===== config.mk =====
export PLATFORM = sky130hd
export DESIGN_NAME = sglut_index
export DESIGN_NICKNAME = d
export VERILOG_FILES = /design/src/sglut_pkg.sv /design/src/sglut_index.sv
export SDC_FILE = /design/constraint.sdc
export NUM_CORES = 1
export LEC_CHECK = 0
export ABC_CLOCK_PERIOD_IN_PS = 6980
export BUFFER_PORTS_ARGS = -buffer_cell sky130_fd_sc_hd__buf_4
export CORE_MARGIN = 5
export CORE_UTILIZATION = 25
export DETAILED_ROUTE_END_ITERATION = 10
export GPL_TIMING_DRIVEN = 0
export SLEW_MARGIN = 20
export SYNTH_ARGS = -nofsm -noshare
export SYNTH_HDL_FRONTEND = slang
export SYNTH_SLANG_ARGS = --single-unit
export TNS_END_PERCENT = 10

===== constraint.sdc =====
create_clock -name clk -period 6.98 [get_ports clk]
set_input_delay 0.349 -clock clk [delete_from_list [all_inputs] [get_ports clk]]
set_output_delay 0.349 -clock clk [all_outputs]
set_load 0.1 [all_outputs]

===== src/sglut_pkg.sv =====
package sglut_pkg;

  localparam int HALF_RANGE = 100;
  localparam int SEGMENTS   = 1024;
  localparam int FRAC_BITS  = 16;
  localparam int X_FRAC     = 16;

  localparam int X_W   = 24;
  localparam int IDX_W = 11;
  localparam int VAL_W = 25;

  localparam logic [VAL_W-1:0] ONE_Q24 = VAL_W'(longint'(1) << 24);

  localparam logic OP_WRITE = 1'b0;
  localparam logic OP_EVAL  = 1'b1;

  // powers of two shared by the segment count and the span
  function automatic int common_twos(longint s);
    int n;
    n = 0;
    for (int i = 0; i < 17; i++) begin
      if ((((s >> i) & 1) == 0) && (n == i)) begin
        n = i + 1;
      end
    end
    return n;
  endfunction

  localparam longint LIM   = longint'(HALF_RANGE) << X_FRAC;
  localparam longint SPAN  = 2 * LIM;
  localparam int     TWOS  = common_twos(longint'(SEGMENTS));
  localparam longint SEG_R = longint'(SEGMENTS) >> TWOS;
  localparam longint DIV_R = SPAN >> TWOS;

  localparam int     U_W    = $clog2(SPAN + 1);
  localparam longint V_MAX  = SPAN * SEG_R;
  localparam int     V_W    = $clog2(V_MAX + 1);
  localparam int     REC_SH = V_W;
  localparam longint REC_M  = ((longint'(1) << (FRAC_BITS + V_W)) / DIV_R) + 1;
  localparam int     M_W    = $clog2(REC_M + 1);
  localparam int     DIV_W  = $clog2(DIV_R + 1);

  localparam int TBL_DEPTH = SEGMENTS + 1;
  localparam int ADDR_W    = $clog2(TBL_DEPTH);
  localparam int Q_W       = FRAC_BITS + ADDR_W;

  typedef enum logic [1:0] {
    RNG_INSIDE,
    RNG_BELOW,
    RNG_ABOVE
  } range_t;

  typedef struct packed {
    logic              eval;
    range_t            rng;
    logic              wr_en;
    logic [ADDR_W-1:0] waddr;
    logic [VAL_W-1:0]  wval;
  } ctl_t;

  typedef struct packed {
    ctl_t                 ctl;
    logic [ADDR_W-1:0]    lo_addr;
    logic [ADDR_W-1:0]    hi_addr;
    logic [FRAC_BITS-1:0] frac;
  } idx_item_t;

  typedef struct packed {
    range_t               rng;
    logic [FRAC_BITS-1:0] frac;
    logic [VAL_W-1:0]     lo;
    logic [VAL_W-1:0]     hi;
  } blend_item_t;

endpackage


===== src/sglut_index.sv =====
module sglut_index (
  input  logic                           clk,
  input  logic                           rst_n,
  input  logic                           in_valid,
  output logic                           in_ready,
  input  logic                           in_eval,
  input  logic signed [sglut_pkg::X_W-1:0] in_x,
  input  logic [sglut_pkg::IDX_W-1:0]    in_widx,
  input  logic [sglut_pkg::VAL_W-1:0]    in_wval,
  output logic                           out_valid,
  input  logic                           out_ready,
  output sglut_pkg::idx_item_t           out_item
);

  import sglut_pkg::*;

  localparam logic signed [X_W:0] LIM_S = (X_W + 1)'(LIM);
  localparam int PROD_W = V_W + M_W;
  localparam int T_W    = Q_W + DIV_W;

  logic signed [X_W:0]  x_ext;
  logic signed [X_W:0]  u_full;
  logic                 below;
  logic                 above;
  ctl_t                 a_ctl_nxt;
  logic [V_W-1:0]       a_v_nxt;
  logic [PROD_W-1:0]    prod;
  logic [Q_W-1:0]       b_q_nxt;
  logic [T_W-1:0]       c_t_nxt;
  logic                 over;
  logic [Q_W-1:0]       q;
  logic [ADDR_W-1:0]    id;

  logic                 a_valid_r, b_valid_r, c_valid_r;
  logic                 a_ready, b_ready, c_ready;
  ctl_t                 a_ctl_r, b_ctl_r, c_ctl_r;
  logic [V_W-1:0]       a_v_r, b_v_r, c_v_r;
  logic [Q_W-1:0]       b_q_r, c_q_r;
  logic [T_W-1:0]       c_t_r;

  assign c_ready  = !c_valid_r || out_ready;
  assign b_ready  = !b_valid_r || c_ready;
  assign a_ready  = !a_valid_r || b_ready;
  assign in_ready = a_ready;

  // range check and offset
  always_comb begin
    x_ext  = {in_x[X_W-1], in_x};
    below  = x_ext < -LIM_S;
    above  = x_ext > LIM_S;
    u_full = x_ext + LIM_S;
    a_ctl_nxt.eval  = in_eval;
    a_ctl_nxt.rng   = below ? RNG_BELOW : (above ? RNG_ABOVE : RNG_INSIDE);
    a_ctl_nxt.wr_en = !in_eval && (32'(in_widx) <= 32'(SEGMENTS));
    a_ctl_nxt.waddr = ADDR_W'(in_widx);
    a_ctl_nxt.wval  = (in_wval > ONE_Q24) ? ONE_Q24 : in_wval;
    if (below || above) begin
      a_v_nxt = '0;
    end else begin
      a_v_nxt = V_W'(u_full[U_W-1:0]) * V_W'(SEG_R);
    end
  end

  // reciprocal estimate of the scaled quotient
  assign prod    = PROD_W'(a_v_r) * PROD_W'(REC_M);
  assign b_q_nxt = Q_W'(prod >> REC_SH);

  assign c_t_nxt = T_W'(b_q_r) * T_W'(DIV_R);

  // estimate is exact or one high
  always_comb begin
    over = 64'(c_t_r) > (64'(c_v_r) << FRAC_BITS);
    q    = over ? (c_q_r - 1'b1) : c_q_r;
    id   = q[Q_W-1:FRAC_BITS];
    out_item.ctl     = c_ctl_r;
    out_item.lo_addr = id;
    out_item.hi_addr = (id == ADDR_W'(SEGMENTS)) ? id : (id + 1'b1);
    out_item.frac    = q[FRAC_BITS-1:0];
  end

  assign out_valid = c_valid_r;

  always_ff @(posedge clk) begin
    if (!rst_n) begin
      a_valid_r <= 1'b0;
      b_valid_r <= 1'b0;
      c_valid_r <= 1'b0;
    end else begin
      if (a_ready) begin
        a_valid_r <= in_valid;
      end
      if (b_ready) begin
        b_valid_r <= a_valid_r;
      end
      if (c_ready) begin
        c_valid_r <= b_valid_r;
      end
    end
  end

  always_ff @(posedge clk) begin
    if (a_ready) begin
      a_ctl_r <= a_ctl_nxt;
      a_v_r   <= a_v_nxt;
    end
    if (b_ready) begin
      b_ctl_r <= a_ctl_r;
      b_v_r   <= a_v_r;
      b_q_r   <= b_q_nxt;
    end
    if (c_ready) begin
      c_ctl_r <= b_ctl_r;
      c_v_r   <= b_v_r;
      c_q_r   <= b_q_r;
      c_t_r   <= c_t_nxt;
    end
  end

endmodule


==> results.py, run 1 <==
metrics = {
    "critical_path": {
        "max_stage_delay_ps": 630,
        "cp.depth": 20,
        "arrival_ps": 7080,
        "slowest_stage": "fa_1",
        "regToRegSetupSlack_ps": 210,
        "worst-path-max-fanout": 5,
        "critPathKind": "flop to flop",
        "path_buf_inv": 4,
        "crit_family": "adder cells",
        "crit_top_cell": "fa_1",
        "worstSetupStartpointType": "flop",
        "cp_cell_sequence": "fa_1 -> fa_1 -> inv_1 -> fa_1 -> fa_1 -> inv_1 -> fa_1 -> fa_1 -> inv_1 -> fa_1 -> inv_1 -> ha_1 -> nand3_2 -> nor3_4 -> o2111ai_4 -> a21oi_4 -> o2111ai_2 -> nand2_2 -> a2111oi_2 -> a311o_1",
        "endpoint_kind": "flop",
        "required_ps": 7290,
        "r2r_cells": 20,
    },
    "clock_network": {
        "insertion_delay_ps": 580,
        "clock_path_buffers": 3,
        "htreeDepth": 1,
        "cts_inserted_buffers": 29,
        "root_buffer": "clkbuf_16",
        "clkTransAtPathRegs_ps": 70,
        "cts_tree": "done",
        "clock-sinks": 278,
    },
    "global_routing": {
        "track_usage_pct": 10.3,
        "grt_pass1_vias": 14472,
        "grt_max_degree": 81,
        "grt_overflow": 0,
        "antenna_found_initial": 7,
        "grt_pass1_wl_um": 79900,
    },
    "cells_and_area": {
        "num-nets-final": 2764,
        "final_common_cell": "inv_1",
        "layout-drive-gt1-share_pct": 12.7,
        "final_cell_mix": "inv_1, ha_1, edfxtp_1, fa_1, buf_4",
        "area_delta_synth_final_pct": 18.6,
    },
    "timing": {
        "worst_pin_slew_ps": 1030,
        "fin_tns_setup_ps": 0,
        "layout_min_cycle_time_ps": 6770,
        "setup_viol": 0,
        "final-hold-violation-count": 0,
        "final_max_slew_viol_count": 0,
        "setup_ws_ps": 213,
        "hold_ws_ps": 69.2,
        "fmax_ghz": 0.148,
        "slew_headroom_pct": 31.2,
        "fin_skew_ps": 14.4,
        "rsz0062_at_grt": "yes",
        "post-route-period-util_pct": 97.0,
    },
    "floorplanning": {
        "initial_utilization_pct": 25.2,
        "rows": 110,
        "die_width_um": 311,
        "core_area_mm2": 0.0900,
        "chipHeight_um": 311,
        "ios": 145,
        "die_area_mm2": 0.0967,
    },
    "route": {
        "wl_um": 50200,
        "drc": 0,
        "drtPass1Iterations": 5,
        "ant_nets": 0,
        "routed_via_density": 4.15,
        "first_iter_violations": 674,
        "routedWlPerCell_um": 15.2,
        "vias": 13736,
    },
    "job": {
        "cap_violations": 0,
    },
    "synthesis": {
        "async_flop_share_pct": 0,
        "synthFlopType": "edfxtp_1",
        "synth.area.mux_share_pct": 0.138,
        "syn_inst": 1882,
        "synthSimpleGateAreaFrac_pct": 6.56,
        "synthAdderAreaFrac_pct": 40.1,
        "postSynthNetCount": 2540,
        "synth_top_family_by_area": "adder cells",
        "synth_compound_area_share_pct": 5.38,
        "post_synth.cell_area_avg_um2": 12.0,
        "synth_seq_cells": 278,
        "yosysWarnings": 0,
        "yosys.area_share.xor_xnor_pct": 3.17,
        "synth_cell_types": 61,
        "synth_edf_count": 275,
        "synth_area_mm2": 0.0227,
        "seq_area_frac_synth_pct": 36.7,
    },
    "worst_hold_path": {
        "min_path_cells": 2,
        "hold_class": "input pin to flop",
    },
    "placed_design": {
        "pre_cts_ws_ps": -728,
        "io_buffers": 144,
        "gp_congestion": 0.861,
        "dp_hpwl_um": 41300,
    },
    "status": {
        "outcome": "completed",
    },
}
per-stage QoR:
stage | utilization, % | instances | cell area (um2)
after floorplan | - | 1882 | 22700
after global placement | 28.0 | 3202 | 25200
after detailed placement | 28.1 | 3205 | 25300
after CTS | 29.6 | 3290 | 26700
after global routing | 29.8 | 3305 | 26900
final | 29.9 | 3310 | 26900
kinds of logic after synthesis:
| group | count (synthesis) |
|---|---|
| buffers and inverters | 477 |
| XOR/XNOR | 82 |
| AND/OR/NAND/NOR | 265 |
| multiplexers | 3 |
| adder cells (fa/ha/maj) | 593 |
| AO/OA/AOI/OAI | 184 |
| flip-flops | 278 |
registers in the layout (all words and copies together), names as in the netlist:
signal	flops
c_v_r	24
b_q_r	27
out_item	40
b_valid_r	1
c_t_r	29
b_v_r	24
a_ctl_r	40
c_q_r	27
a_valid_r	1
out_valid	1
b_ctl_r	40
a_v_r	24
synth_stat cells, types with 10 or more instances:
master,count,share of area [%]
nor4_1,16,0.44
edfxtp_1,275,36
a21oi_1,57,1.3
nand2_1,44,0.73
nand3_1,22,0.49
a21o_1,34,1.1
nand4_1,12,0.33
nor2_1,40,0.66
inv_1,472,7.8
and2_1,43,1.2
nor2b_1,19,0.52
o21ai_0,25,0.55
fa_1,223,20
ha_1,370,20
xnor2_1,53,2.0
nor3_1,22,0.49
xor2_1,29,1.1
and3_1,10,0.28
final cells by class:
type                       instances  area, um2
multi-input combinational       1127      12700
clock buffer                      30        729
antenna                            5       12.5
tap                             1176       1470
inverter                         472       1780
fill                            9176      63100
clock inverter                    24        318
buffer                             5       18.8
sequential                       278       8320
timing repair buffer             193       1540
worst paths after layout:
kind / from / to
setup / recovery: a_v_r[3] / b_q_r[20]
hold reg to reg: a_ctl_r[38] / b_ctl_r[38]
setup reg to reg: a_v_r[3] / b_q_r[20]
hold / removal: in_wval[21] / a_ctl_r[21]
worst register-to-register path, stage by stage, from the launching register on:
cell       delay, ps
edfxtp_1         550
fa_1             630
fa_1             540
inv_1             60
fa_1             480
fa_1             520
inv_1             60
fa_1             460
fa_1             560
inv_1             60
fa_1             550
inv_1             60
ha_1             340
nand3_2          160
nor3_4           310
o2111ai_4        190
a21oi_4          270
o2111ai_2        160
nand2_2          180
a2111oi_2         90
a311o_1          300
layer usage:
layer / part of all wire, % / routed length [um] / up-vias / GRT usage [%]
met5: 0.054 / 27 / - / 0
met3: 4.7 / 2370 / 65 / 1.96
met1: 43 / 21600 / 6759 / 12.8
met4: 2.3 / 1140 / 4 / 2.60
li1: - / - / 6717 / -
met2: 50 / 25100 / 191 / 18.2
repair_timing:
item | CTS | global route
pin swaps | 0 | 14
gates resized for setup | 8 | 20
buffers inserted | 17 | 15
hold buffers | 14 | 0
endpoints found under the setup margin | 17 | 14
hold endpoints to repair | 15 | 0
Power of run 1 is not shown: default switching activity piles up to over one toggle a cycle in this logic, so the estimate is an artifact.
==> run 2: changes to the inputs <==
--- a/config.mk
+++ b/config.mk
@@ -5,6 +5,7 @@
 export SDC_FILE = /design/constraint.sdc
 export NUM_CORES = 1
 export LEC_CHECK = 0
+export ABC_AREA = 1
 export ABC_CLOCK_PERIOD_IN_PS = 6980
 export BUFFER_PORTS_ARGS = -buffer_cell sky130_fd_sc_hd__buf_4
 export CORE_MARGIN = 5
==> results.py, run 2 <==
metrics = {
    "timing": {
        "layout_min_cycle_time_ps": 6670,
        "worst_pin_slew_ps": 775,
        "hold_ws_ps": 42.0,
        "fin_skew_ps": 20.0,
        "fmax_ghz": 0.150,
        "slew_headroom_pct": 48.3,
        "final_max_slew_viol_count": 0,
        "rsz0062_at_grt": "no",
        "final-hold-violation-count": 0,
        "setup_viol": 0,
        "setup_ws_ps": 310,
        "post-route-period-util_pct": 95.6,
    },
    "clock_network": {
        "insertion_delay_ps": 580,
        "htreeDepth": 1,
        "cts_tree": "done",
        "clkTransAtPathRegs_ps": 60,
        "root_buffer": "clkbuf_16",
        "cts_inserted_buffers": 31,
        "clock_path_buffers": 3,
        "clock-sinks": 278,
    },
    "critical_path": {
        "startpoint": "a_v_r[5]",
        "crit_family": "adder cells",
        "worst-path-max-fanout": 9,
        "crit_path_end": "b_q_r[24]",
        "max_stage_delay_ps": 760,
        "critPathKind": "flop to flop",
        "r2r_cells": 21,
        "slowest_stage": "edfxtp_1",
        "regToRegSetupSlack_ps": 310,
        "arrival_ps": 7000,
        "cp.depth": 21,
        "r2r_end": "b_q_r[24]",
        "cp_cell_sequence": "fa_1 -> fa_1 -> inv_1 -> fa_1 -> fa_1 -> inv_1 -> fa_1 -> fa_1 -> inv_1 -> fa_1 -> inv_1 -> ha_1 -> nand2_1 -> nor2_1 -> nand2_1 -> nor4_1 -> nand3_1 -> nand3_1 -> nand3_1 -> nand3_1 -> xor2_1",
        "worstSetupStartpointType": "flop",
        "required_ps": 7310,
        "path_buf_inv": 4,
        "endpoint_kind": "flop",
        "reg2reg_from": "a_v_r[5]",
        "crit_top_cell": "fa_1",
    },
    "route": {
        "drc": 0,
        "vias": 15966,
        "drtPass1Iterations": 6,
        "routedWlPerCell_um": 14.3,
        "routed_via_density": 4.14,
        "wl_um": 55100,
        "first_iter_violations": 736,
        "ant_nets": 0,
    },
    "global_routing": {
        "grt_max_degree": 65,
        "grt_overflow": 0,
        "track_usage_pct": 10.6,
        "grt_pass1_wl_um": 87700,
        "antenna_found_initial": 0,
        "grt_pass1_vias": 16360,
    },
    "synthesis": {
        "synth_seq_cells": 278,
        "synthFlopType": "edfxtp_1",
        "syn_inst": 2357,
        "synth_area_mm2": 0.0242,
        "yosysMostFrequentCell": "inv_1",
        "synth_top_area_share_pct": 34.1,
        "yosys.area.top_type": "edfxtp_1",
        "synth_edf_count": 275,
        "synthTopCellsByCount": "inv_1, ha_1, edfxtp_1",
        "postSynthNetCount": 3015,
        "synth_area_leaders": "edfxtp_1, ha_1, fa_1",
        "async_flop_share_pct": 0,
        "yosysWarnings": 0,
        "synth_cell_types": 46,
        "seq_area_frac_synth_pct": 34.4,
        "post_synth.cell_area_avg_um2": 10.3,
    },
    "floorplanning": {
        "initial_utilization_pct": 25.1,
        "chipHeight_um": 321,
        "ios": 145,
        "die_area_mm2": 0.103,
        "core_area_mm2": 0.0964,
        "rows": 114,
        "die_width_um": 321,
    },
    "worst_hold_path": {
        "hold_class": "input pin to flop",
    },
    "cells_and_area": {
        "layout-drive-gt1-share_pct": 10.3,
        "seq_area_mm2": 0.00832,
        "num-nets-final": 3218,
        "area_delta_synth_final_pct": 16.7,
        "final_cells": 3861,
        "multi_input_area_mm2": 0.0135,
        "fill_cells": 10081,
        "final_common_cell": "inv_1",
        "finish.instance_area_mm2": 0.0282,
        "final_cell_mix": "inv_1, ha_1, edfxtp_1, nand2_1, fa_1",
        "antenna_cells": 0,
    },
    "placed_design": {
        "pre_cts_ws_ps": -200,
        "postPlaceCellArea_mm2": 0.0270,
        "gp_congestion": 0.874,
        "io_buffers": 144,
        "placed_cells": 3781,
        "dp_hpwl_um": 46700,
    },
    "job": {
        "cap_violations": 0,
    },
    "status": {
        "outcome": "completed",
    },
}
-- run 2: changes by cell type after synthesis, sizes merged, moves of 19 or more --
cell	before	now
nand3	23	53
nor2b	19	0
xor2	29	53
xnor2	53	20
a21oi	57	95
nor2	40	193
nand2	44	262
a21o	34	13
and2	43	1
inv	472	616
o21ai	26	66
-- run 2: cell type report --
type / instances / share of cell area (%)
Clock buffer: 35 / 2.80
Multi-Input combinational cell: 1456 / 47.9
Buffer: 7 / 0.146
Clock inverter: 23 / 0.899
Timing Repair Buffer: 170 / 4.90
Sequential cell: 278 / 29.5
Tap cell: 1276 / 5.65
Inverter: 616 / 8.20
-- run 2: cells by family after synthesis --
logic type      synth area share (%)
fa+ha+maj                       37.6
flops                           34.4
compound gates                  5.11
xor+xnor                        2.64
buf+inv                         9.73
simple gates                    10.6
-- run 2: repair_timing --
action	CTS	global route
setup buffers	3	5
gates resized for setup	0	2
endpoints found under the setup margin	8	9
hold buffers	14	0
endpoints found under the hold margin	15	0
-- run 2: how the worst min path moves through the flow --
stage                      startpoint  cells past startpoint           to  slack, ps
after floorplan            a_ctl_r[0]                      0   b_ctl_r[0]        400
after global placement    a_ctl_r[33]                      0  b_ctl_r[33]        400
after detailed placement  a_ctl_r[15]                      0  b_ctl_r[15]        400
after CTS                 in_wval[24]                      2  a_ctl_r[24]          4
after global routing      in_wval[24]                      2  a_ctl_r[24]         20
final                     in_wval[24]                      2  a_ctl_r[24]         40
-- run 2: stage by stage --
stage          setup TNS [ps]  util [%]
2_1_floorplan               0         -
3_3_place_gp          -134650      27.9
3_5_place_dp             -954      28.0
4_1_cts                     0      29.2
5_1_grt                     0      29.3
6_report                    0      29.3
-- run 2: routing by layer --
layer	vias up	global-route usage, %	part of all wire, %
met1	7578	15.5	49
met5	-	0	0
met2	336	16.5	44
met4	0	2.34	2.3
li1	7977	-	-
met3	75	1.79	5.0
Power of run 2 is left out for the same reason.
