File: src/sglut_pkg.sv
package sglut_pkg;

  localparam int HALF_RANGE = 100;
  localparam int SEGMENTS   = 1024;
  localparam int FRAC_BITS  = 16;
  localparam int X_FRAC     = 16;

  localparam int X_W   = 24;
  localparam int IDX_W = 11;
  localparam int VAL_W = 25;

  localparam logic [VAL_W-1:0] ONE_Q24 = VAL_W'(longint'(1) << 24);

  localparam logic OP_WRITE = 1'b0;
  localparam logic OP_EVAL  = 1'b1;

  // powers of two shared by the segment count and the span
  function automatic int common_twos(longint s);
    int n;
    n = 0;
    for (int i = 0; i < 17; i++) begin
      if ((((s >> i) & 1) == 0) && (n == i)) begin
        n = i + 1;
      end
    end
    return n;
  endfunction

  localparam longint LIM   = longint'(HALF_RANGE) << X_FRAC;
  localparam longint SPAN  = 2 * LIM;
  localparam int     TWOS  = common_twos(longint'(SEGMENTS));
  localparam longint SEG_R = longint'(SEGMENTS) >> TWOS;
  localparam longint DIV_R = SPAN >> TWOS;

  localparam int     U_W    = $clog2(SPAN + 1);
  localparam longint V_MAX  = SPAN * SEG_R;
  localparam int     V_W    = $clog2(V_MAX + 1);
  localparam int     REC_SH = V_W;
  localparam longint REC_M  = ((longint'(1) << (FRAC_BITS + V_W)) / DIV_R) + 1;
  localparam int     M_W    = $clog2(REC_M + 1);
  localparam int     DIV_W  = $clog2(DIV_R + 1);

  localparam int TBL_DEPTH = SEGMENTS + 1;
  localparam int ADDR_W    = $clog2(TBL_DEPTH);
  localparam int Q_W       = FRAC_BITS + ADDR_W;

  typedef enum logic [1:0] {
    RNG_INSIDE,
    RNG_BELOW,
    RNG_ABOVE
  } range_t;

  typedef struct packed {
    logic              eval;
    range_t            rng;
    logic              wr_en;
    logic [ADDR_W-1:0] waddr;
    logic [VAL_W-1:0]  wval;
  } ctl_t;

  typedef struct packed {
    ctl_t                 ctl;
    logic [ADDR_W-1:0]    lo_addr;
    logic [ADDR_W-1:0]    hi_addr;
    logic [FRAC_BITS-1:0] frac;
  } idx_item_t;

  typedef struct packed {
    range_t               rng;
    logic [FRAC_BITS-1:0] frac;
    logic [VAL_W-1:0]     lo;
    logic [VAL_W-1:0]     hi;
  } blend_item_t;

endpackage

File: src/sglut_blend.sv
module sglut_blend (
  input  logic                        clk,
  input  logic                        rst_n,
  input  logic                        in_valid,
  output logic                        in_ready,
  input  sglut_pkg::blend_item_t      in_item,
  output logic                        out_valid,
  input  logic                        out_ready,
  output logic [sglut_pkg::VAL_W-1:0] out_y
);

  import sglut_pkg::*;

  localparam int ACC_W = VAL_W + FRAC_BITS + 2;
  localparam logic signed [ACC_W-1:0] RND = ACC_W'(1) << (FRAC_BITS - 1);

  logic signed [VAL_W:0]       diff;
  logic signed [FRAC_BITS:0]   frac_s;
  logic signed [ACC_W-1:0]     e_prod_nxt;
  logic signed [ACC_W-1:0]     acc;
  logic [VAL_W+1:0]            y_full;
  logic [VAL_W-1:0]            y_sat;
  logic [VAL_W-1:0]            out_y_nxt;

  logic                        e_valid_r;
  logic                        out_valid_r;
  logic                        e_ready, o_ready;
  range_t                      e_rng_r;
  logic [VAL_W-1:0]            e_lo_r;
  logic signed [ACC_W-1:0]     e_prod_r;
  logic [VAL_W-1:0]            out_y_r;

  assign o_ready  = !out_valid_r || out_ready;
  assign e_ready  = !e_valid_r || o_ready;
  assign in_ready = e_ready;

  // lo*(1-f) + hi*f written as lo + (hi-lo)*f
  always_comb begin
    diff       = $signed({1'b0, in_item.hi}) - $signed({1'b0, in_item.lo});
    frac_s     = $signed({1'b0, in_item.frac});
    e_prod_nxt = ACC_W'(diff * frac_s);
  end

  always_comb begin
    acc    = $signed({2'b00, e_lo_r, {FRAC_BITS{1'b0}}}) + e_prod_r + RND;
    y_full = acc[ACC_W-1:FRAC_BITS];
    y_sat  = (y_full > (VAL_W + 2)'(ONE_Q24)) ? ONE_Q24 : y_full[VAL_W-1:0];
    case (e_rng_r)
      RNG_BELOW: out_y_nxt = '0;
      RNG_ABOVE: out_y_nxt = ONE_Q24;
      default:   out_y_nxt = y_sat;
    endcase
  end

  assign out_valid = out_valid_r;
  assign out_y     = out_y_r;

  always_ff @(posedge clk) begin
    if (!rst_n) begin
      e_valid_r   <= 1'b0;
      out_valid_r <= 1'b0;
    end else begin
      if (e_ready) begin
        e_valid_r <= in_valid;
      end
      if (o_ready) begin
        out_valid_r <= e_valid_r;
      end
    end
  end

  always_ff @(posedge clk) begin
    if (e_ready) begin
      e_rng_r  <= in_item.rng;
      e_lo_r   <= in_item.lo;
      e_prod_r <= e_prod_nxt;
    end
    if (o_ready) begin
      out_y_r <= out_y_nxt;
    end
  end

endmodule

File: config.mk
export PLATFORM = sky130hd
export DESIGN_NAME = sglut_blend
export DESIGN_NICKNAME = d
export VERILOG_FILES = /design/src/sglut_pkg.sv /design/src/sglut_blend.sv
export SDC_FILE = /design/constraint.sdc
export NUM_CORES = 1
export LEC_CHECK = 0
export BUFFER_PORTS_ARGS = -buffer_cell sky130_fd_sc_hd__buf_2
export CORE_ASPECT_RATIO = 1.5
export CORE_MARGIN = 1
export CORE_UTILIZATION = 55
export DETAILED_ROUTE_END_ITERATION = 6
export GPL_ROUTABILITY_DRIVEN = 0
export PLACE_DENSITY = 0.73
export SYNTH_ARGS = -nofsm -noshare
export SYNTH_HDL_FRONTEND = slang
export SYNTH_SLANG_ARGS = --single-unit
export TNS_END_PERCENT = 20
File: constraint.sdc
create_clock -name clk -period 12.92 [get_ports clk]
set_input_delay 2.584 -clock clk [delete_from_list [all_inputs] [get_ports clk]]
set_output_delay 2.584 -clock clk [all_outputs]
set_load 0.01 [all_outputs]
==> results of run 1 <==
[synthesized netlist by cell type, types with 9 or more instances]
library cell	n
sky130_fd_sc_hd__inv_1	543
sky130_fd_sc_hd__fa_1	405
sky130_fd_sc_hd__nand2_1	252
sky130_fd_sc_hd__ha_1	154
sky130_fd_sc_hd__and2_1	122
sky130_fd_sc_hd__nor2_1	97
sky130_fd_sc_hd__clkbuf_1	84
sky130_fd_sc_hd__edfxtp_1	80
sky130_fd_sc_hd__a21oi_1	60
sky130_fd_sc_hd__xnor2_1	37
sky130_fd_sc_hd__nand2b_1	35
sky130_fd_sc_hd__nand3_1	33
sky130_fd_sc_hd__o21ai_0	33
sky130_fd_sc_hd__nor3_1	31
sky130_fd_sc_hd__a21o_1	25
sky130_fd_sc_hd__and3_1	23
sky130_fd_sc_hd__xor2_1	23
sky130_fd_sc_hd__a211o_1	17
sky130_fd_sc_hd__o21a_1	15
sky130_fd_sc_hd__a31oi_1	13
sky130_fd_sc_hd__or2_2	13
sky130_fd_sc_hd__a211oi_1	12
sky130_fd_sc_hd__nor2b_1	12
sky130_fd_sc_hd__mux2i_1	10
sky130_fd_sc_hd__nand4_1	10
sky130_fd_sc_hd__a2111oi_0	9
sky130_fd_sc_hd__mux2_2	9
sky130_fd_sc_hd__or3_1	9
[stage by stage]
stage / util (%) / setup slack [ps]
final: 59.5 / 1460
after global routing: 59.5 / 962
after floorplan: - / 2130
after detailed placement: 58.6 / 1160
after global placement: 58.6 / 1330
after CTS: 59.5 / 1520
[how the worst max path moves through the flow]
stage / start / cells past startpoint / slack, ps / end
6_report: in_item[27] / 33 / 1460 / e_prod_r[42]$_DFFE_PP_
4_1_cts: in_item[27] / 33 / 1520 / e_prod_r[42]$_DFFE_PP_
2_1_floorplan: in_item[0] / 35 / 2130 / e_prod_r[42]$_DFFE_PP_
3_3_place_gp: in_item[0] / 34 / 1330 / e_prod_r[42]$_DFFE_PP_
5_1_grt: in_item[26] / 32 / 960 / e_prod_r[42]$_DFFE_PP_
3_5_place_dp: in_item[0] / 34 / 1160 / e_prod_r[42]$_DFFE_PP_
[worst max-delay path, delay by kind of cell]
family / cells / cell delay [ps]
adder cells (fa/ha/maj): 8 / 3580
AND/OR/NAND/NOR: 4 / 790
AO/OA/AOI/OAI: 14 / 4100
XOR/XNOR: 1 / 80
buffers and inverters: 6 / 410
[cell type report]
| class | instances | area share, % |
|---|---|---|
| sequential | 82 | 11.2 |
| multi-input combinational | 1553 | 72.1 |
| tap | 484 | 2.77 |
| timing repair buffer | 126 | 3.20 |
| clock inverter | 7 | 0.451 |
| inverter | 543 | 9.31 |
| clock buffer | 9 | 1.03 |
[flip-flops by register name (all words and copies together) (netlist names)]
signal     count
out_y         25
e_valid_r      1
e_lo_r        25
e_prod_r      28
e_rng_r        2
out_valid      1
[kinds of logic (layout without fill, tap and decap cells)]
group | Yosys count | in the layout | synth area share (%)
compound gates | 259 | 259 | 8.81
simple gates | 656 | 656 | 15.5
xor+xnor | 60 | 60 | 2.56
fa+ha+maj | 559 | 559 | 48.8
buf+inv | 629 | 685 | 11.5
mux | 19 | 19 | 0.980
flops | 82 | 82 | 11.9
[layer usage]
metal / track usage, % / up-vias / wire length, um
met1: 33.4 / 7983 / 19300
met2: 53.3 / 757 / 27100
li1: - / 7095 / -
met3: 4.09 / 265 / 3810
met4: 21.0 / 2 / 4280
met5: 0 / - / 11
==> summary.txt, run 1 <==
======================================================================================================
FF-to-FF End ............................................................................ out_y[17]$_DFFE_PP_
Worst setup SP type .....................................................................   input port
Hold_ws .................................................................................       519 ps
Classification of the worst-slack hold path ............................................. register to register
Ratio of cells with drive above 1 in the final layout ...................................        7.89%
Number of resized instances in the post-cts repair step .................................            0
IO buf count ............................................................................           98
Crit path required time .................................................................     13020 ps
CTS Buf Count ...........................................................................            9
Final cell count without fillers ........................................................         2804
Top cells by area in the synthesized netlist ............................................ sky130_fd_sc_hd__fa_1 39%, sky130_fd_sc_hd__edfxtp_1 12%, sky130_fd_sc_hd__inv_1 9.9%, sky130_fd_sc_hd__ha_1 9.4%, sky130_fd_sc_hd__nand2_1 4.6%
Clock transition at the register clock pins on the worst setup and hold paths after CTS .        60 ps
Placeable core region ...................................................................    36800 um2
Post-detailed-route DRC marker count ....................................................            0
Routed WL ...............................................................................      54.5 mm
Overall Global Routing Usage ............................................................        30.1%
Via density .............................................................................         5.74
Max Cap Viol ............................................................................            0
Clock sink count ........................................................................           82
Area enclosed by the die boundary .......................................................    38200 um2
Class of the most critical setup path ................................................... input port to register
Leading area contributor after synthesis ................................................ sky130_fd_sc_hd__fa_1
Primary FF master, synth ................................................................ sky130_fd_sc_hd__edfxtp_1
Worst r2r src ........................................................................... e_lo_r[0]$_DFFE_PP_
Number of rows in the core area .........................................................           86
Depth of the CTS H-tree .................................................................            3
CP max FO ...............................................................................            6
Number of warnings printed during yosys synthesis .......................................            0
Ports placed on the boundary ............................................................           99
X dimension of the die ..................................................................       160 um
Setup crit end kind .....................................................................     register
Leading cell type in the layout, fill and taps excluded ................................. sky130_fd_sc_hd__inv_1
Post-synthesis register bit count .......................................................           82
Pin count of the biggest net entering global routing ....................................           57
Via count of the first global-routing pass ..............................................        17.5k
Cell repeated most along the worst path ................................................. sky130_fd_sc_hd__fa_1
Sequential area share after synthesis ...................................................        11.9%
Die height ..............................................................................       239 um
Post-CTS Setup Bufs .....................................................................            0
Area delta synth->final .................................................................        6.48%
Share of the synthesized area in the top cell type ......................................        39.4%
Fillcell total ..........................................................................         3189
Least-Margin Pin Slew ...................................................................      1100 ps
Antenna cells ...........................................................................            0
First-pass detailed-route iteration total ...............................................            5
Net count of the mapped netlist .........................................................         2895
Cell area after synthesis ...............................................................    20600 um2
EDFF count, synth .......................................................................           80
Final design area excluding fillers .....................................................    21900 um2
1st-iter DRT viols ......................................................................         1066
CTS tree ................................................................................         done
Antenna violations before repair ........................................................            1
Cell depth of the worst flop-to-flop path ...............................................           11
Clock insertion delay at the later pin of the skew report ...............................       350 ps
Mean post-synth cell area ...............................................................     9.08 um2
Minimum period implied by the final worst setup slack ...................................     11460 ps
Fraction of synthesis flops using an asynchronous set or reset pin ......................           0%
Max stage delay on crit path ............................................................       540 ps
Starting Density ........................................................................        55.9%
Number of buffers between clock root and the deepest sink ...............................            2
Clock tree skew after final layout ......................................................      7.50 ps
Area of the multi-input gates ...........................................................    15800 um2
Cell area reported after detailed placement .............................................    21600 um2
Detailed placer's ending HPWL ...........................................................      44.2 mm
Launch instance of the worst min-delay path ............................................. e_valid_r$_SDFFE_PN0P_
Area used by sequential logic in the layout .............................................     2440 um2
Commonest non-fill, non-tap cells in the layout ......................................... 543 x sky130_fd_sc_hd__inv_1, 405 x sky130_fd_sc_hd__fa_1, 251 x sky130_fd_sc_hd__nand2_1
Detailed-route via count ................................................................        16.1k
Post-route clock period utilization .....................................................        88.7%
Number of cells in the design after placement ...........................................         2788
Worst hold path stage count .............................................................            1
Total setup violations reported at the end of the flow ..................................            0
Routed length per instance ..............................................................      19.5 um
Hold Crit Endpoint ...................................................................... out_valid$_SDFFE_PN0P_
Arrival time of data at the critical path endpoint ......................................     11560 ps
Fin. max-slew vios ......................................................................            0
Synthesized netlist cell count ..........................................................         2264
Final TNS setup .........................................................................         0 ps
Buffer cell driving the clock tree root ................................................. sky130_fd_sc_hd__clkbuf_16
Hold buffer count at CTS ................................................................            0
Max transition margin ...................................................................        26.2%
Final nets ..............................................................................         2946
Total congestion overflow after global routing ..........................................            0
Setup slack on the worst flop-to-flop path ..............................................      8140 ps
Number of hold violations in the final report ...........................................            0
Result of the run ....................................................................... finished, final reports clean
Post-synthesis cell type count ..........................................................           72
Critical-path cell with the highest stage delay ......................................... sky130_fd_sc_hd__fa_1
Global-route wire length before repair ..................................................      88.1 mm
FMAX ....................................................................................     87.2 MHz
RSZ-0062 raised after global routing ....................................................           no
DRT antenna net count ...................................................................            0
======================================================================================================
Power of run 1 is left out: the tool's default activity adds up to more than one toggle a clock period on the data nets, which glitch-free logic cannot reach.
==> run 2, diff against run 1 <==
--- a/config.mk
+++ b/config.mk
@@ -5,6 +5,7 @@
 export SDC_FILE = /design/constraint.sdc
 export NUM_CORES = 1
 export LEC_CHECK = 0
+export ABC_AREA = 1
 export BUFFER_PORTS_ARGS = -buffer_cell sky130_fd_sc_hd__buf_2
 export CORE_ASPECT_RATIO = 1.5
 export CORE_MARGIN = 1
==> run 2 against run 1 <==
  * The flow now finishes with violations (max-capacitance violations, max-slew violations)
  * Register-to-register slack better by 1500 ps
  * Routed wire length rose by 19%
  * Worst hold slack got worse by 47 ps
  * Critical endpoint is now e_prod_r[33]$_DFFE_PP_
  * Cell count rose by 15%
  * Critical path type unchanged
  * Cell area rose by 2.1%
  * Non-clock buffer count is 15 lower
  * Critical path depth shrank 1
  * Utilization decreased by 0.29 points
  * Via count rose by 13%
==> summary.txt, run 2 <==
======================================================================================================
Area enclosed by the die boundary .......................................................    39200 um2   +2.8%
Placeable core region ...................................................................    37800 um2   +2.6%
RSZ-0062 raised after global routing ....................................................           no
Antenna cells ...........................................................................            0   unchanged
Class of the most critical setup path ................................................... input port to register
Fillcell total ..........................................................................         3434   +7.7%
Starting Density ........................................................................        56.0%   +0.086 points
Total setup violations reported at the end of the flow ..................................            0   unchanged
Number of warnings printed during yosys synthesis .......................................            0   unchanged
Pin count of the biggest net entering global routing ....................................           57   unchanged
Ports placed on the boundary ............................................................           99   unchanged
Hold buffer count at CTS ................................................................            0   unchanged
Net count of the mapped netlist .........................................................         3296   +14%
First-pass detailed-route iteration total ...............................................            6   +1
Overall Global Routing Usage ............................................................        34.6%   +4.5 points
Final nets ..............................................................................         3359   +14%
Classification of the worst-slack hold path ............................................. register to register
Via density .............................................................................         5.63   -2.0%
Max transition margin ...................................................................       -1.42%   -28 points
Max Cap Viol ............................................................................            1   +1
Number of hold violations in the final report ...........................................            0   unchanged
Top cells by area in the synthesized netlist ............................................ sky130_fd_sc_hd__fa_1 38%, sky130_fd_sc_hd__inv_1 12%, sky130_fd_sc_hd__edfxtp_1 11%, sky130_fd_sc_hd__nand2_1 9.3%, sky130_fd_sc_hd__ha_1 9.1%
CTS Buf Count ...........................................................................            9   unchanged
Detailed placer's ending HPWL ...........................................................      54.0 mm   +22%
Share of the synthesized area in the top cell type ......................................        38.4%   -1.1 points
Post-synthesis cell type count ..........................................................           46   -36%
Least-Margin Pin Slew ...................................................................      1520 ps   +412 ps
Antenna violations before repair ........................................................            0   -1
Largest register by flop count ..........................................................     e_prod_r
Leading area contributor after synthesis ................................................ sky130_fd_sc_hd__fa_1
Global-route wire length before repair ..................................................       102 mm   +15%
Clock insertion delay at the later pin of the skew report ...............................       370 ps   +20 ps
Post-route clock period utilization .....................................................        84.0%   -4.7 points
Hold_ws .................................................................................       472 ps   -47.5 ps
Leading cell type in the layout, fill and taps excluded ................................. sky130_fd_sc_hd__inv_1
Violated checks ......................................................................... max-capacitance violations, max-slew violations
Depth of the CTS H-tree .................................................................            3   unchanged
Number of buffers between clock root and the deepest sink ...............................            2   unchanged
Cell repeated most along the worst path ................................................. sky130_fd_sc_hd__inv_1
Number of rows in the core area .........................................................           87   +1.2%
Cell area after synthesis ...............................................................    21100 um2   +2.8%
Via count of the first global-routing pass ..............................................        19.6k   +12%
Worst setup SP type .....................................................................   input port
CP startpoint ...........................................................................   in_item[0]
Commonest non-fill, non-tap cells in the layout ......................................... 696 x sky130_fd_sc_hd__inv_1, 523 x sky130_fd_sc_hd__nand2_1, 405 x sky130_fd_sc_hd__fa_1
Worst r2r src ........................................................................... e_prod_r[15]$_DFFE_PP_
Post-detailed-route DRC marker count ....................................................            0   unchanged
Routed length per instance ..............................................................      20.1 um   +3.3%
Die height ..............................................................................       242 um   +1.4%
Number of resized instances in the post-cts repair step .................................            0   unchanged
Fraction of synthesis flops using an asynchronous set or reset pin ......................           0%   unchanged
Detailed-route via count ................................................................        18.1k   +13%
Primary FF master, synth ................................................................ sky130_fd_sc_hd__edfxtp_1
Sequential area share after synthesis ...................................................        11.6%   -0.32 points
CP max FO ...............................................................................           12   +6
Setup crit end kind .....................................................................     register
Routed WL ...............................................................................      64.8 mm   +19%
Clock sink count ........................................................................           82   unchanged
Setup slack on the worst flop-to-flop path ..............................................      9640 ps   +1500 ps
FF-to-FF End ............................................................................ out_y[10]$_DFFE_PP_
Result of the run ....................................................................... finished with violations
Most used standard cells in the synthesized netlist ..................................... 696 x sky130_fd_sc_hd__inv_1, 523 x sky130_fd_sc_hd__nand2_1, 405 x sky130_fd_sc_hd__fa_1, 301 x sky130_fd_sc_hd__nor2_1, 154 x sky130_fd_sc_hd__ha_1
Minimum period implied by the final worst setup slack ...................................     10860 ps   -607 ps
Max reg flops ...........................................................................           28   unchanged
Crit path required time .................................................................     13030 ps   about the same
Cell depth of the worst flop-to-flop path ...............................................           13   +2
Capturing element of the worst setup path ............................................... e_prod_r[33]$_DFFE_PP_
DRT antenna net count ...................................................................            0   unchanged
IO buf count ............................................................................           98   unchanged
Arrival time of data at the critical path endpoint ......................................     10970 ps   -590 ps
Clock transition at the register clock pins on the worst setup and hold paths after CTS .        60 ps   about the same
Post-synthesis register bit count .......................................................           82   unchanged
CTS tree ................................................................................         done
Clock tree skew after final layout ......................................................      10.7 ps   +3.18 ps
X dimension of the die ..................................................................       162 um   +1.4%
Total congestion overflow after global routing ..........................................            0   unchanged
Buffer cell driving the clock tree root ................................................. sky130_fd_sc_hd__clkbuf_16
Ratio of cells with drive above 1 in the final layout ...................................        6.84%   -1.0 points
Area delta synth->final .................................................................        5.81%
Critical-path cell with the highest stage delay ......................................... sky130_fd_sc_hd__xor2_1
Final TNS setup .........................................................................         0 ps   unchanged
Max stage delay on crit path ............................................................      1170 ps   +630 ps
Cell with the most instances after synthesis ............................................ sky130_fd_sc_hd__inv_1
EDFF count, synth .......................................................................           80   unchanged
FMAX ....................................................................................     92.1 MHz   +5.6%
Synthesized netlist cell count ..........................................................         2665   +18%
Fin. max-slew vios ......................................................................           13   +13
Mean post-synth cell area ...............................................................     7.93 um2   -13%
Post-CTS Setup Bufs .....................................................................            0   unchanged
1st-iter DRT viols ......................................................................         1719   +61%
======================================================================================================
[run 2: cell types whose count changed after synthesis, sizes merged, moves of 20 or more]
cell / before / now
a21oi: 60 / 93
and2: 122 / 1
and3: 24 / 0
clkbuf: 84 / 44
inv: 543 / 697
nand2: 252 / 532
nand2b: 35 / 0
nand3: 33 / 113
nor2: 101 / 308
nor3: 31 / 11
[run 2: worst max-delay path, delay by kind of cell]
family	cells	cell delay (ps)
adder cells (fa/ha/maj)	9	3820
XOR/XNOR	2	1240
AND/OR/NAND/NOR	7	1180
buffers and inverters	9	910
AO/OA/AOI/OAI	5	1210
[run 2: layout make-up]
type	instances	area, um2	area share (%)
Tap cell	489	612	2.74
Sequential cell	82	2440	10.9
Timing Repair Buffer	111	588	2.63
Inverter	705	2650	11.8
Clock buffer	9	225	1.01
Multi-Input combinational cell	1819	15800	70.6
Clock inverter	7	55.1	0.246
[run 2: kinds of logic (layout without fill, tap and decap cells)]
kind of cell,Yosys count,in the layout,synth area share [%]
AOI/OAI and AO/OA,173,173,4.63
DFF,82,82,11.6
muxes,1,1,0.0533
and+or+nand+nor,1032,1032,20.3
xor gates and xnor gates,54,54,2.27
adders and majority gates,559,559,47.5
buffers and inverters,764,832,13.7
[run 2: per-layer routing]
metal  global-route usage, %  up-vias  part of all wire (%)
met2                    60.8     1078                    50
met4                    26.1        0                   8.8
met5                       0        -                     0
li1                        -     8004                     -
met1                    37.1     8710                    33
met3                    5.31      342                   8.8
[run 2: stage by stage]
stage,cell area [um2],std cells,util [%],worst slack (ps)
finish,22400,3222,59.2,2060
global route,22400,3222,59.2,1740
CTS,22400,3222,59.2,2260
detailed placement,22100,3206,58.5,1900
global placement,22100,3206,58.5,1890
floorplan,21100,2665,-,3570
[run 2: worst min-delay path by stage]
| stage | from | endpoint | cells after the start |
|---|---|---|---|
| global route | e_valid_r$_SDFFE_PN0P_ | out_valid$_SDFFE_PN0P_ | 2 |
| detailed placement | e_valid_r$_SDFFE_PN0P_ | out_valid$_SDFFE_PN0P_ | 2 |
| global placement | e_valid_r$_SDFFE_PN0P_ | out_valid$_SDFFE_PN0P_ | 2 |
| CTS | e_valid_r$_SDFFE_PN0P_ | out_valid$_SDFFE_PN0P_ | 2 |
| floorplan | e_valid_r$_SDFFE_PN0P_ | out_valid$_SDFFE_PN0P_ | 2 |
| finish | e_valid_r$_SDFFE_PN0P_ | out_valid$_SDFFE_PN0P_ | 2 |
Power of run 2 is left out for the same reason.
